File: src/design/utf8s_pkg.sv
// ----------------------------------------------------------------------------
// utf8s_pkg
// Types and constants shared by the UTF-8 sanitizer modules.
// ----------------------------------------------------------------------------
package utf8s_pkg;

  localparam int LIT_MAX = 4;

  // one decoded input step: rep_cnt U+FFFD marks, then lit_cnt literal bytes
  typedef struct packed {
    logic                     last;
    logic [2:0]               rep_cnt;
    logic [2:0]               lit_cnt;
    logic [LIT_MAX-1:0][7:0]  lits;
  } cmd_t;

  localparam logic [7:0] RPL_B0 = 8'hEF;
  localparam logic [7:0] RPL_B1 = 8'hBF;
  localparam logic [7:0] RPL_B2 = 8'hBD;

  localparam logic [2:0] LEN_NONE = 3'd0;
  localparam logic [2:0] LEN2     = 3'd2;
  localparam logic [2:0] LEN3     = 3'd3;
  localparam logic [2:0] LEN4     = 3'd4;

  localparam logic [20:0] CP_MIN2 = 21'h00080;
  localparam logic [20:0] CP_MIN3 = 21'h00800;
  localparam logic [20:0] CP_MIN4 = 21'h10000;
  localparam logic [20:0] CP_MAX  = 21'h10FFFF;
  localparam logic [20:0] SURR_LO = 21'h0D800;
  localparam logic [20:0] SURR_HI = 21'h0DFFF;

endpackage

File: src/design/utf8_sanitizer_core.sv
// ----------------------------------------------------------------------------
// utf8_sanitizer_core
// UTF-8 byte stream sanitizer: malformed bytes become U+FFFD (EF BF BD).
// ----------------------------------------------------------------------------
// Input channel s_*: one raw byte per beat, s_tlast on the final byte of a
// stream. Output channel m_*: sanitized bytes; m_tlast closes the bytes
// caused by one input beat, m_tuser flags stream end and replacement bytes.
// Input beats that only extend an open sequence give no output beats.
// Path: an input byte's command is registered in the queue, then in the
// expander, then in the output stage. Throughput: one input byte per cycle
// while the command queue has room; the expander sends one output byte per
// cycle while m_tready is high and keeps a command until its N bytes (N up
// to 12) are sent. The queue of QUEUE_DEPTH commands absorbs those bursts.
// Reset clears the sequence state, the queue and the output stage; the
// next byte starts a new stream. When m_tready is low the output beat
// holds, the expander stops, and s_tready drops once the queue fills.
// ----------------------------------------------------------------------------
module utf8_sanitizer_core #(
  parameter int QUEUE_DEPTH = 4
) (
  input  logic       clk,
  input  logic       rst,
  input  logic       s_tvalid,
  output logic       s_tready,
  input  logic [7:0] s_tdata,   // [7:0] in_byte
  input  logic       s_tlast,
  output logic       m_tvalid,
  input  logic       m_tready,
  output logic [7:0] m_tdata,   // [7:0] out_byte
  output logic       m_tlast,
  output logic [1:0] m_tuser    // [0] stream_end, [1] is_replacement
);
  import utf8s_pkg::*;

  cmd_t f_cmd, q_cmd;
  logic f_valid, f_ready;
  logic q_valid, q_ready;

  utf8s_front u_front (
    .clk         (clk),
    .rst         (rst),
    .in_valid    (s_tvalid),
    .in_ready    (s_tready),
    .in_byte     (s_tdata),
    .stream_last (s_tlast),
    .cmd_valid   (f_valid),
    .cmd_ready   (f_ready),
    .cmd         (f_cmd)
  );

  utf8s_fifo #(
    .DEPTH (QUEUE_DEPTH)
  ) u_fifo (
    .clk       (clk),
    .rst       (rst),
    .in_valid  (f_valid),
    .in_ready  (f_ready),
    .in_cmd    (f_cmd),
    .out_valid (q_valid),
    .out_ready (q_ready),
    .out_cmd   (q_cmd)
  );

  utf8s_back u_back (
    .clk       (clk),
    .rst       (rst),
    .cmd_valid (q_valid),
    .cmd_ready (q_ready),
    .cmd       (q_cmd),
    .m_tvalid  (m_tvalid),
    .m_tready  (m_tready),
    .m_tdata   (m_tdata),
    .m_tlast   (m_tlast),
    .m_tuser   (m_tuser)
  );

endmodule

File: src/design/utf8s_front.sv
// ----------------------------------------------------------------------------
// utf8s_front
// Accepts input bytes, tracks the open sequence and emits one command per
// byte that produces output.
// ----------------------------------------------------------------------------
module utf8s_front (
  input  logic              clk,
  input  logic              rst,
  input  logic              in_valid,
  output logic              in_ready,
  input  logic [7:0]        in_byte,
  input  logic              stream_last,
  output logic              cmd_valid,
  input  logic              cmd_ready,
  output utf8s_pkg::cmd_t   cmd
);
  import utf8s_pkg::*;

  logic [2:0]  exp_len, exp_len_next;
  logic [1:0]  held_count, held_count_next;
  logic [20:0] code_accum, code_accum_next;
  logic [7:0]  held_bytes [3];

  logic [20:0] acc_ext;
  logic        fresh;
  logic        hold_en;
  logic [1:0]  hold_idx;
  logic [2:0]  rep;
  logic [2:0]  lit_cnt;
  logic [LIT_MAX-1:0][7:0] lits;
  logic        accept;

  function automatic logic seq_ok(input logic [2:0] len, input logic [20:0] cp);
    logic ok;
    ok = 1'b1;
    if (len == LEN2 && cp < CP_MIN2) ok = 1'b0;
    if (len == LEN3 && cp < CP_MIN3) ok = 1'b0;
    if (len == LEN4 && cp < CP_MIN4) ok = 1'b0;
    if (cp > CP_MAX) ok = 1'b0;
    if (cp >= SURR_LO && cp <= SURR_HI) ok = 1'b0;
    return ok;
  endfunction

  assign in_ready = cmd_ready;
  assign accept   = in_valid && in_ready;
  assign acc_ext  = {code_accum[14:0], in_byte[5:0]};

  always_comb begin
    exp_len_next    = exp_len;
    held_count_next = held_count;
    code_accum_next = code_accum;
    fresh           = 1'b1;
    hold_en         = 1'b0;
    hold_idx        = held_count;
    rep             = 3'd0;
    lit_cnt         = 3'd0;
    lits            = '0;

    if (exp_len != LEN_NONE) begin
      if (in_byte[7:6] == 2'b10) begin
        fresh           = 1'b0;
        code_accum_next = acc_ext;
        if (({1'b0, held_count} + 3'd1) >= exp_len) begin
          if (seq_ok(exp_len, acc_ext)) begin
            lit_cnt = {1'b0, held_count} + 3'd1;
            lits[0] = held_bytes[0];
            lits[1] = (held_count > 2'd1) ? held_bytes[1] : in_byte;
            lits[2] = (held_count > 2'd2) ? held_bytes[2] : in_byte;
            lits[3] = in_byte;
          end else begin
            rep = {1'b0, held_count} + 3'd1;
          end
          exp_len_next    = LEN_NONE;
          held_count_next = 2'd0;
          code_accum_next = '0;
        end else begin
          hold_en         = 1'b1;
          held_count_next = held_count + 2'd1;
        end
      end else begin
        rep             = {1'b0, held_count};
        exp_len_next    = LEN_NONE;
        held_count_next = 2'd0;
        code_accum_next = '0;
      end
    end

    if (fresh) begin
      if (!in_byte[7]) begin
        lit_cnt = 3'd1;
        lits[0] = in_byte;
      end else if (in_byte[7:5] == 3'b110) begin
        exp_len_next    = LEN2;
        code_accum_next = {16'd0, in_byte[4:0]};
        hold_en         = 1'b1;
        hold_idx        = 2'd0;
        held_count_next = 2'd1;
      end else if (in_byte[7:4] == 4'b1110) begin
        exp_len_next    = LEN3;
        code_accum_next = {17'd0, in_byte[3:0]};
        hold_en         = 1'b1;
        hold_idx        = 2'd0;
        held_count_next = 2'd1;
      end else if (in_byte[7:3] == 5'b11110) begin
        exp_len_next    = LEN4;
        code_accum_next = {18'd0, in_byte[2:0]};
        hold_en         = 1'b1;
        hold_idx        = 2'd0;
        held_count_next = 2'd1;
      end else begin
        rep = rep + 3'd1;
      end
    end

    if (stream_last) begin
      rep             = rep + {1'b0, held_count_next};
      exp_len_next    = LEN_NONE;
      held_count_next = 2'd0;
      code_accum_next = '0;
    end
  end

  assign cmd_valid   = accept && (rep != 3'd0 || lit_cnt != 3'd0);
  assign cmd.last    = stream_last;
  assign cmd.rep_cnt = rep;
  assign cmd.lit_cnt = lit_cnt;
  assign cmd.lits    = lits;

  always_ff @(posedge clk) begin
    if (rst) begin
      exp_len    <= LEN_NONE;
      held_count <= 2'd0;
      code_accum <= '0;
    end else if (accept) begin
      exp_len    <= exp_len_next;
      held_count <= held_count_next;
      code_accum <= code_accum_next;
    end
  end

  always_ff @(posedge clk) begin
    if (accept && hold_en) begin
      held_bytes[hold_idx] <= in_byte;
    end
  end

endmodule

File: src/design/utf8s_fifo.sv
// ----------------------------------------------------------------------------
// utf8s_fifo
// Short command queue between the classifier and the byte expander.
// ----------------------------------------------------------------------------
module utf8s_fifo #(
  parameter int DEPTH = 4
) (
  input  logic              clk,
  input  logic              rst,
  input  logic              in_valid,
  output logic              in_ready,
  input  utf8s_pkg::cmd_t   in_cmd,
  output logic              out_valid,
  input  logic              out_ready,
  output utf8s_pkg::cmd_t   out_cmd
);
  import utf8s_pkg::*;

  localparam int PW = (DEPTH > 1) ? $clog2(DEPTH) : 1;
  localparam int CW = $clog2(DEPTH + 1);

  cmd_t          entries [DEPTH];
  logic [PW-1:0] wr_ptr, rd_ptr;
  logic [CW-1:0] count;
  logic          push, pop;

  assign in_ready  = (count != CW'(DEPTH));
  assign out_valid = (count != '0);
  assign push      = in_valid && in_ready;
  assign pop       = out_valid && out_ready;
  assign out_cmd   = entries[rd_ptr];

  always_ff @(posedge clk) begin
    if (rst) begin
      wr_ptr <= '0;
      rd_ptr <= '0;
      count  <= '0;
    end else begin
      if (push) begin
        wr_ptr <= (wr_ptr == PW'(DEPTH - 1)) ? '0 : wr_ptr + PW'(1);
      end
      if (pop) begin
        rd_ptr <= (rd_ptr == PW'(DEPTH - 1)) ? '0 : rd_ptr + PW'(1);
      end
      case ({push, pop})
        2'b10:   count <= count + CW'(1);
        2'b01:   count <= count - CW'(1);
        default: count <= count;
      endcase
    end
  end

  always_ff @(posedge clk) begin
    if (push) begin
      entries[wr_ptr] <= in_cmd;
    end
  end

endmodule

File: src/design/utf8s_back.sv
// ----------------------------------------------------------------------------
// utf8s_back
// Expands queued commands into output beats, one byte per cycle while the
// output is not stalled, through a registered output stage.
// ----------------------------------------------------------------------------
module utf8s_back (
  input  logic              clk,
  input  logic              rst,
  input  logic              cmd_valid,
  output logic              cmd_ready,
  input  utf8s_pkg::cmd_t   cmd,
  output logic              m_tvalid,
  input  logic              m_tready,
  output logic [7:0]        m_tdata,
  output logic              m_tlast,
  output logic [1:0]        m_tuser
);
  import utf8s_pkg::*;

  typedef enum logic [1:0] {SUB_B0, SUB_B1, SUB_B2} rpl_sub_t;

  cmd_t       cur;
  logic       cur_valid;
  logic [2:0] rep_left;
  rpl_sub_t   sub;
  logic [1:0] lit_idx;

  logic       out_free, emit, done, take;
  logic [7:0] rpl_byte, emit_byte;
  logic       byte_final;

  always_comb begin
    case (sub)
      SUB_B0:  rpl_byte = RPL_B0;
      SUB_B1:  rpl_byte = RPL_B1;
      SUB_B2:  rpl_byte = RPL_B2;
      default: rpl_byte = RPL_B2;
    endcase
  end

  always_comb begin
    if (rep_left != 3'd0) begin
      emit_byte  = rpl_byte;
      byte_final = (rep_left == 3'd1) && (sub == SUB_B2) && (cur.lit_cnt == 3'd0);
    end else begin
      emit_byte  = cur.lits[lit_idx];
      byte_final = (({1'b0, lit_idx} + 3'd1) == cur.lit_cnt);
    end
  end

  assign out_free  = !m_tvalid || m_tready;
  assign emit      = cur_valid && out_free;
  assign done      = emit && byte_final;
  assign take      = cmd_valid && (!cur_valid || done);
  assign cmd_ready = !cur_valid || done;

  always_ff @(posedge clk) begin
    if (rst) begin
      cur_valid <= 1'b0;
      rep_left  <= 3'd0;
      sub       <= SUB_B0;
      lit_idx   <= 2'd0;
      m_tvalid  <= 1'b0;
    end else begin
      if (take) begin
        cur_valid <= 1'b1;
        rep_left  <= cmd.rep_cnt;
        sub       <= SUB_B0;
        lit_idx   <= 2'd0;
      end else if (done) begin
        cur_valid <= 1'b0;
      end else if (emit) begin
        if (rep_left != 3'd0) begin
          case (sub)
            SUB_B0:  sub <= SUB_B1;
            SUB_B1:  sub <= SUB_B2;
            default: begin
              sub      <= SUB_B0;
              rep_left <= rep_left - 3'd1;
            end
          endcase
        end else begin
          lit_idx <= lit_idx + 2'd1;
        end
      end
      if (emit) begin
        m_tvalid <= 1'b1;
      end else if (m_tready) begin
        m_tvalid <= 1'b0;
      end
    end
  end

  always_ff @(posedge clk) begin
    if (take) begin
      cur <= cmd;
    end
    if (emit) begin
      m_tdata    <= emit_byte;
      m_tlast    <= byte_final;
      m_tuser[0] <= byte_final && cur.last;
      m_tuser[1] <= (rep_left != 3'd0);
    end
  end

endmodule

File: config.mk
export PLATFORM = sky130hd
export DESIGN_NAME = utf8_sanitizer_core
export DESIGN_NICKNAME = d
export VERILOG_FILES = /design/src/design/utf8s_pkg.sv /design/src/design/utf8_sanitizer_core.sv /design/src/design/utf8s_front.sv /design/src/design/utf8s_fifo.sv /design/src/design/utf8s_back.sv
export SDC_FILE = /design/constraint.sdc
export NUM_CORES = 1
export LEC_CHECK = 0
export BUFFER_PORTS_ARGS = -buffer_cell sky130_fd_sc_hd__buf_2
export CAP_MARGIN = 20
export CELL_PAD_IN_SITES_DETAIL_PLACEMENT = 1
export CELL_PAD_IN_SITES_GLOBAL_PLACEMENT = 1
export CORE_MARGIN = 1.5
export CORE_UTILIZATION = 48
export CTS_CLUSTER_SIZE = 20
export DETAILED_ROUTE_END_ITERATION = 8
export GPL_TIMING_DRIVEN = 0
export PLACE_DENSITY = 0.71
export SYNTH_ARGS = -nofsm -noshare
export SYNTH_HDL_FRONTEND = slang
export SYNTH_SLANG_ARGS = --single-unit
File: constraint.sdc
create_clock -name clk -period 4.4 [get_ports clk]
set_input_delay 0.44 -clock clk [delete_from_list [all_inputs] [get_ports clk]]
set_output_delay 0.44 -clock clk [all_outputs]
set_load 0.01 [all_outputs]
# [After elaboration in Yosys (flattened, before gate mapping)]
# Memory sizes are Yosys's and may differ from the RTL's. A register that Yosys moved wholly into a read port is not among the register bits.
# Index checks and enable logic that the tools add are counted.
[op_classes] n_eq_ne=18 order_cmp=10 n_bitwise=2 reduce_logical=36 muxes=98 addsub=11
[ops] op="2-to-1 mux 21 bit" n=9
[ops] op="2-to-1 mux 32 bit" n=4
[ops] op="2-to-1 mux 3 bit" n=30
[ops] op="2-to-1 mux 8 bit" n=6
[ops] op="2-to-1 mux 2 bit" n=18
[ops] op="2-to-1 mux 1 bit" n=27
[ops] op=">= comparator 21 x 16 -> 1 bit, second input constant" n=1
[ops] op="> comparator 21 bit, second input constant" n=1
[ops] op="less-or-equal comparator 21 x 16 -> 1 bit, second input constant" n=1
[ops] op="< comparator 21 x 12 -> 1 bit, second input constant" n=1
[ops] op="< comparator 21 x 17 -> 1 bit, second input constant" n=1
[ops] op="< comparator 21 x 8 -> 1 bit, second input constant" n=1
[ops] op="binary-select mux 8 bit (select 2 bit)" n=1
[ops] op="nonzero test 3 bit" n=5
[ops] op="logical AND 1 bit" n=14
[ops] op="case mux 7 bit (2 select lines)" n=1
[ops] op="equality test 2 bit, second input constant" n=5
[ops] op="nonzero test 2 bit" n=5
[ops] op="adder 2 x 1 -> 2 bit, second input constant" n=4
[ops] op="adder 2 x 1 -> 3 bit, second input constant" n=2
[ops] op="adder 3 x 1 -> 3 bit, second input constant" n=2
[ops] op="equality test 3 x 2 -> 1 bit, second input constant" n=2
[ops] op="equality test 3 bit, second input constant" n=2
[ops] op="case mux 3 bit (2 select lines)" n=1
[ops] op="other kinds (23)" n=31
[totals] memories=2 input_bits=13 reg_bits=89 ramBits=180
[mem_list] memory="u_fifo.entries" words=4 word_bits=39 rd=1 rd_ports_with_merged_regs=1 wr=1 line_no="utf8s_fifo.sv:22" source="cmd_t entries [DEPTH];"
[mem_list] memory="u_front.held_bytes" words=3 word_bits=8 rd=3 rd_ports_with_merged_regs=0 wr=1 line_no="utf8s_front.sv:22" source="logic [7:0] held_bytes [3];"

# [Logic depth before layout (Yosys ltp)]
# Gate-level depths: netlist of the first run.
[depth] depth_word=28 ltp_mapped=27

# [Hierarchy]
# A second synthesis of the first run with hierarchy kept.
[unflattened] hier_cells=663 area_unflattened_um2=10965.5
[modules_own_cells] module="utf8s_fifo" instances=1 area_per_inst_um2=6099.6 cells_per_inst=255 seq_area_each_um2=4864.7
[modules_own_cells] module="utf8s_front" instances=1 area_per_inst_um2=2560.0 cells_per_inst=269 seq_area_each_um2=1121.1
[modules_own_cells] module="utf8s_back" instances=1 area_per_inst_um2=2306.0 cells_per_inst=139 seq_area_each_um2=1591.5

# [Least setup slack after synthesis of the first run]
# OpenSTA, ideal clock, no wires.
[synth_timing] kind="reg2reg" startpoint="register u_front.held_count[1]" endpoint="memory u_fifo.entries[3][0] (netlist bit) (enable)" path_slack_ns=-0.447 stages_incl_launch_ff=22 synth_period_minus_slack_ns=4.847 arrival_ns=4.447 n_path_buf=0 path_cell_list="dfxtp_1 inv_1 ha_1 inv_1 ha_1 nand2_1 o21ai_2 o211ai_1 nor3_1 a21oi_1 nor2_1 ha_1 nand2_1 a21oi_1 a21oi_1 fa_1 nand2_1 o31ai_1 o21ai_2 a211oi_4 a31oi_4 and2_1"
[synth_rtl] element="from (decl)" line_no="utf8s_front.sv:20" source="logic [1:0] held_count, held_count_next;"
[synth_rtl] element="from (signal assigned)" line_no="utf8s_front.sv:136" source="held_count <= held_count_next;"
[synth_rtl] element="to (decl)" line_no="utf8s_fifo.sv:22"

==> results of run 1 <==
-- repair_timing --
action                                  4_1_cts  5_1_grt
gates resized for setup                      13        8
setup buffers                                15       15
endpoints found under the setup margin      159      137
pin swaps                                    14        4
cloned                                        0        4
-- cells in the final DEF, fill, tap and decap left out, types with 7 or more instances in the layout --
cell | netlist | routed
a22oi_1 | 15 | 15
dfxtp_1 | 38 | 33
clkbuf_1 | 16 | 19
o21ai_0 | 15 | 15
nor3_1 | 10 | 10
nand3_1 | 8 | 8
nand2_1 | 24 | 23
ha_1 | 18 | 13
nand2b_1 | 12 | 11
a21oi_1 | 24 | 19
buf_2 | 5 | 29
inv_1 | 27 | 24
mux2i_1 | 18 | 18
buf_4 | 3 | 34
clkinv_1 | 1 | 7
edfxtp_1 | 227 | 227
clkbuf_16 | 0 | 32
nor2_1 | 80 | 78
mux4_2 | 47 | 47
-- metal layers --
layer  vias to the layer above  wire length [µm]  part of all wire  global-route usage
met2                       163             12600              0.51               0.359
li1                       2725                 -                 -                   -
met1                      3174             10600              0.43               0.281
met3                        36              1170             0.047              0.0289
met4                         0               533             0.021              0.0607
met5                         -                 0                 0                   0
-- cells by family after synthesis --
| logic type | share of synthesized area |
|---|---|
| fa+ha+maj | 0.0246 |
| buf+inv | 0.0223 |
| other cells | 0.000348 |
| mux | 0.117 |
| simple gates | 0.0755 |
| flops | 0.702 |
| compound gates | 0.0495 |
| xor+xnor | 0.00812 |
-- flip-flops by register name, indices dropped and copies added, names as in the netlist, 2 cells and up, named ones only --
register and flops:
u_back.m_tuser 2, u_front.exp_len 3, u_fifo.entries 156, u_back.rep_left 3, u_back.cur 36, u_back.lit_idx 2, u_front.held_bytes 24, u_back.sub 2
u_front.code_accum 15, u_fifo.rd_ptr 2, u_fifo.wr_ptr 2, u_fifo.count 3, u_back.m_tdata 8, u_front.held_count 2
-- critical path, cell delays in order, from the launching register on --
cell and delay, ns:
dfxtp_4 0.39, inv_6 0.04, ha_4 0.27, inv_2 0.04, ha_4 0.26, nand2_4 0.04, o21ai_4 0.13, o211ai_1 0.18
nor3_1 0.30, a21oi_2 0.07, nor2_2 0.13, ha_1 0.15, nand2_1 0.06, a21oi_2 0.16, a21oi_2 0.06, fa_1 0.49
nand2_1 0.07, o31ai_2 0.08, o21ai_2 0.12, a211oi_4 0.24, a31oi_4 0.12, inv_1 0.08, ha_2 0.19, inv_2 0.05
fa_2 0.33, xor2_1 0.16, or3_1 0.33, a21oi_1 0.15
-- power groups by stage --
stage               Clock [µW]  Combinational (µW)  Sequential (µW)
global route              2420                1750             3420
floorplan                    0                1060             3410
global placement             0                1480             3410
detailed placement           0                1550             3440
CTS                       2330                1590             3390
finish                    2290                1620             3390
-- final timing paths --
kind,from,to,cells past startpoint
max,u_front.held_count[1],u_fifo.count[2],27
min,s_tdata[5],u_front.held_bytes[1][5],1
max reg2reg,u_front.held_count[1],u_fifo.count[2],27
min reg2reg,u_front.code_accum[4],u_front.code_accum[4],2
-- area by class of cell --
cell class / count / area, µm²
Fill cell: 2019 / 9230
Sequential cell: 265 / 7590
Multi-Input combinational cell: 342 / 3100
Tap cell: 280 / 350
Buffer: 28 / 123
Clock inverter: 18 / 179
Inverter: 29 / 119
Clock buffer: 32 / 716
Timing Repair Buffer: 63 / 556
-- stage by stage --
step	cells	instance area [µm²]	setup WS (ns)	hold slack (ns)
6_report	1057	12700	-0.381	0.133
5_1_grt	1057	12700	-0.612	0.139
4_1_cts	1038	12500	-0.235	0.116
3_5_place_dp	974	11400	-0.839	0.487
3_3_place_gp	969	11300	-0.640	0.476
2_1_floorplan	665	10900	-0.195	0.445
==> results.py, run 1 <==
metrics = {
    "sta": {
        "drv_slew": 0,
        "setup_viol": 2,
        "max_slew.worst_pin.slew_ns": 1.06,
        "fmax_mhz": 209,
        "timing_hold_violations_final": 0,
        "fin_crit_ns": 4.78,
        "tns_ns": -0.588,
        "slew-limit-headroom": 0.291,
        "clock_skew_ns": 0.0124,
        "min_period_over_period": 1.09,
        "rsz0062_at_grt": "yes",
        "fin_ws_ns": -0.381,
    },
    "pwr": {
        "pwr-share-clk": 0.314,
        "powerDensity_nw_per_um2": 574,
        "power_switching_uw": 2020,
        "seqPwrFrac": 0.464,
        "power.share.combinational": 0.222,
        "leakage_uw": 0.00429,
        "peakVddDrop_mv": 0.352,
        "p_total_uw": 7300,
        "switching_share": 0.276,
        "p_int_uw": 5280,
    },
    "layout": {
        "n_antenna_cell": 0,
        "nets": 790,
        "final_layout_size_suffix_gt1_frac": 0.268,
        "utilization": 0.580,
        "area_growth_syn_to_layout_pct": 18.0,
    },
    "die": {
        "die_area_um2": 23400,
        "core.rowCount": 54,
        "ios": 26,
        "die_w_um": 153,
        "floorplan.initialDensity": 0.491,
        "die_y_um": 153,
        "coreArea_um2": 22000,
    },
    "detailed_routing": {
        "drt-wirelength-per-cell_um": 23.6,
        "dr.first_iter.drc_count": 492,
        "viasPerCell": 5.77,
        "wl_um": 24900,
        "dr_total_vias": 6098,
        "drc": 0,
        "ant_nets": 0,
        "drtPass1Iterations": 6,
    },
    "place": {
        "place.gp.congestion": 0.838,
        "portBuffers": 24,
        "dp_hpwl_um": 15700,
    },
    "critical_path": {
        "r2r_slack_ns": -0.38,
        "cp-start-kind": "flop",
        "crit_required_ns": 4.87,
        "worst_ep_arrival_time_ns": 5.25,
        "crit_fanout": 3,
        "path_class": "reg2reg",
        "end_kind": "flop",
    },
    "yosys": {
        "avgSynthCellArea_um2": 16.3,
        "synthMostInstantiatedCell": "edfxtp_1",
        "yosys_warnings": 0,
        "async_reset_ff_frac": 0,
        "synthFlopType": "edfxtp_1",
        "seq_area_frac_synth": 0.702,
        "ys_top_cells_by_area": "edfxtp_1 63%, mux4_2 9.8%, dfxtp_1 7.1%",
        "syn_area_um2": 10800,
        "ys_types": 60,
        "syn_inst": 662,
        "synth_top_area_frac": 0.632,
        "synth_edf_count": 227,
        "ys_top_cells_by_count": "227 x edfxtp_1, 80 x nor2_1, 47 x mux4_2",
        "synth-seq-cells": 265,
        "yosys.area.top_type": "edfxtp_1",
    },
    "clocking": {
        "root_buffer": "clkbuf_16",
        "cts-hold-fix-buffers": 0,
        "insertion_delay_ns": 0.55,
        "cts.path.max_buffers": 3,
        "cts_made_buffers": 28,
        "clk_pin_slew_ns": 0.06,
        "cts_sinks": 265,
        "h-tree-depth": 1,
        "cts_tree": "yes",
    },
    "global_route": {
        "grt_max_degree": 44,
        "grtUsageTotal": 0.210,
        "antenna_found_initial": 0,
        "grt_pass1_vias": 6401,
        "grt_pass1_wl_um": 37200,
        "grt_remaining_overflow": 0,
    },
    "worst_hold_path": {
        "holdCritPathClass": "in2reg",
    },
    "status": {
        "violations": "setup timing",
        "outcome": "finished with violations",
    },
    "flow_run": {
        "cap_violations": 0,
    },
}
No activity file was read; power rests on OpenSTA's default activity.
==> run 2: changes to the inputs <==
Settings changed: REMOVE_ABC_BUFFERS set to 1.
Clock period 4.4 ns to 4.22 ns, I/O delays scaled along.
==> results.py, run 2 (synthesis results as in run 1) <==
metrics = {
    "die": {
        "coreArea_um2": 22000,
        "die_area_um2": 23400,
        "ios": 26,
        "floorplan.initialDensity": 0.491,
        "die_w_um": 153,
        "core.rowCount": 54,
        "die_y_um": 153,
    },
    "sta": {
        "slew-limit-headroom": 0.394,
        "max_slew.worst_pin.slew_ns": 0.886,
        "rsz0062_at_grt": "yes",
        "min_period_over_period": 1.13,
        "fmax_mhz": 209,
        "drv_slew": 0,
        "fin_crit_ns": 4.78,
        "clock_skew_ns": 0.0206,
        "setup_viol": 158,
        "timing_hold_violations_final": 0,
        "fin_ws_ns": -0.562,
    },
    "clocking": {
        "cts_tree": "yes",
        "clk_pin_slew_ns": 0.07,
        "insertion_delay_ns": 0.54,
        "root_buffer": "clkbuf_16",
        "cts-hold-fix-buffers": 0,
        "cts_made_buffers": 27,
        "cts_sinks": 265,
        "cts.path.max_buffers": 3,
        "h-tree-depth": 1,
    },
    "layout": {
        "fillers": 1940,
        "area_growth_syn_to_layout_pct": 21.2,
        "nets": 800,
        "layout_common_cells": "227 x edfxtp_1, 79 x nor2_1, 47 x mux4_2",
        "n_antenna_cell": 0,
        "final_layout_size_suffix_gt1_frac": 0.307,
        "largest_register_ffs": 156,
        "top_regs": "u_fifo.entries x156, u_back.cur x36, u_front.held_bytes x24",
        "largest_register": "u_fifo.entries",
        "multi_input_area_um2": 3200,
        "register_area_um2": 7590,
        "final_common_cell": "edfxtp_1",
    },
    "global_route": {
        "grt_pass1_vias": 6676,
        "grt_max_degree": 40,
        "grt_remaining_overflow": 0,
        "grtUsageTotal": 0.215,
        "antenna_found_initial": 0,
        "grt_pass1_wl_um": 38500,
    },
    "detailed_routing": {
        "drt-wirelength-per-cell_um": 25.2,
        "drc": 0,
        "dr.first_iter.drc_count": 469,
        "viasPerCell": 5.89,
        "drtPass1Iterations": 6,
        "wl_um": 26900,
        "ant_nets": 0,
        "dr_total_vias": 6292,
    },
    "critical_path": {
        "worst_ep_arrival_time_ns": 5.23,
        "crit_required_ns": 4.67,
        "cp-start-kind": "flop",
        "crit_fanout": 3,
        "r2r_slack_ns": -0.56,
        "end_kind": "flop",
        "crit_slowest_cell": "fa_1",
        "path_class": "reg2reg",
        "max_stage_delay_ns": 0.51,
    },
    "place": {
        "dp_hpwl_um": 14300,
        "portBuffers": 25,
        "place.gp.congestion": 0.823,
        "post-place-ws_ns": -1.54,
    },
    "flow_run": {
        "cap_violations": 0,
    },
    "status": {
        "outcome": "finished with violations",
        "violations": "setup timing",
    },
    "pwr": {
        "powerDensity_nw_per_um2": 595,
        "peakVddDrop_mv": 0.290,
        "leakage_uw": 0.00444,
        "p_total_uw": 7780,
    },
    "worst_hold_path": {
        "holdCritPathClass": "in2reg",
    },
}
run 2: area by class of cell:
| type | instances | area share |
|---|---|---|
| Clock inverter | 19 | 0.0150 |
| Clock buffer | 31 | 0.0528 |
| Multi-Input combinational cell | 350 | 0.245 |
| Inverter | 29 | 0.00919 |
| Tap cell | 280 | 0.0268 |
| Timing Repair Buffer | 94 | 0.0708 |
| Sequential cell | 265 | 0.581 |
run 2: repair_timing:
action | CTS | global route
hold endpoints to repair | 0 | 0
buffers inserted | 29 | 20
gates cloned | 4 | 16
endpoints found under the setup margin | 165 | 161
gates resized for setup | 31 | 24
pin swaps | 21 | 11
run 2: stage by stage:
stage	cell area [µm²]	utilization	hold slack (ns)	TNS [ns]	std cells
finish	13100	0.595	0.186	-34.82	1068
global route	13100	0.595	0.183	-54.20	1068
CTS	12600	0.572	0.165	-57.77	1033
detailed placement	11300	0.516	0.475	-180.56	950
global placement	11100	0.508	0.476	-320.88	941
floorplan	10700	-	0.439	-99.02	636
run 2: report_power, final:
group          internal (µW)  switching, µW
clock                   1420            992
combinational            832            876
sequential              3380            280
total                   5630           2150
run 2: routing by layer:
layer / routed length (µm) / vias to the layer above / track usage
met5: 0 / - / 0
met4: 866 / 0 / 0.0817
met3: 1040 / 56 / 0.0298
met2: 14100 / 186 / 0.380
met1: 10900 / 3298 / 0.270
li1: - / 2752 / -
run 2: critical path, delay by kind of cell (launching register included):
family          cells  cell delay [ns]
flops               1             0.36
fa+ha+maj           6             1.68
buf+inv             4             0.28
xor+xnor            1             0.18
simple gates        6             0.94
compound gates     10             1.24
run 2: final timing paths:
kind | from | endpoint | depth (start not counted)
hold / removal | s_tdata[1] | u_front.held_bytes[2][1] | 1
setup / recovery | u_front.held_count[1] | u_fifo.count[2] | 27
hold reg to reg | u_front.code_accum[4] | u_front.code_accum[4] | 2
setup reg to reg | u_front.held_count[1] | u_fifo.count[2] | 27
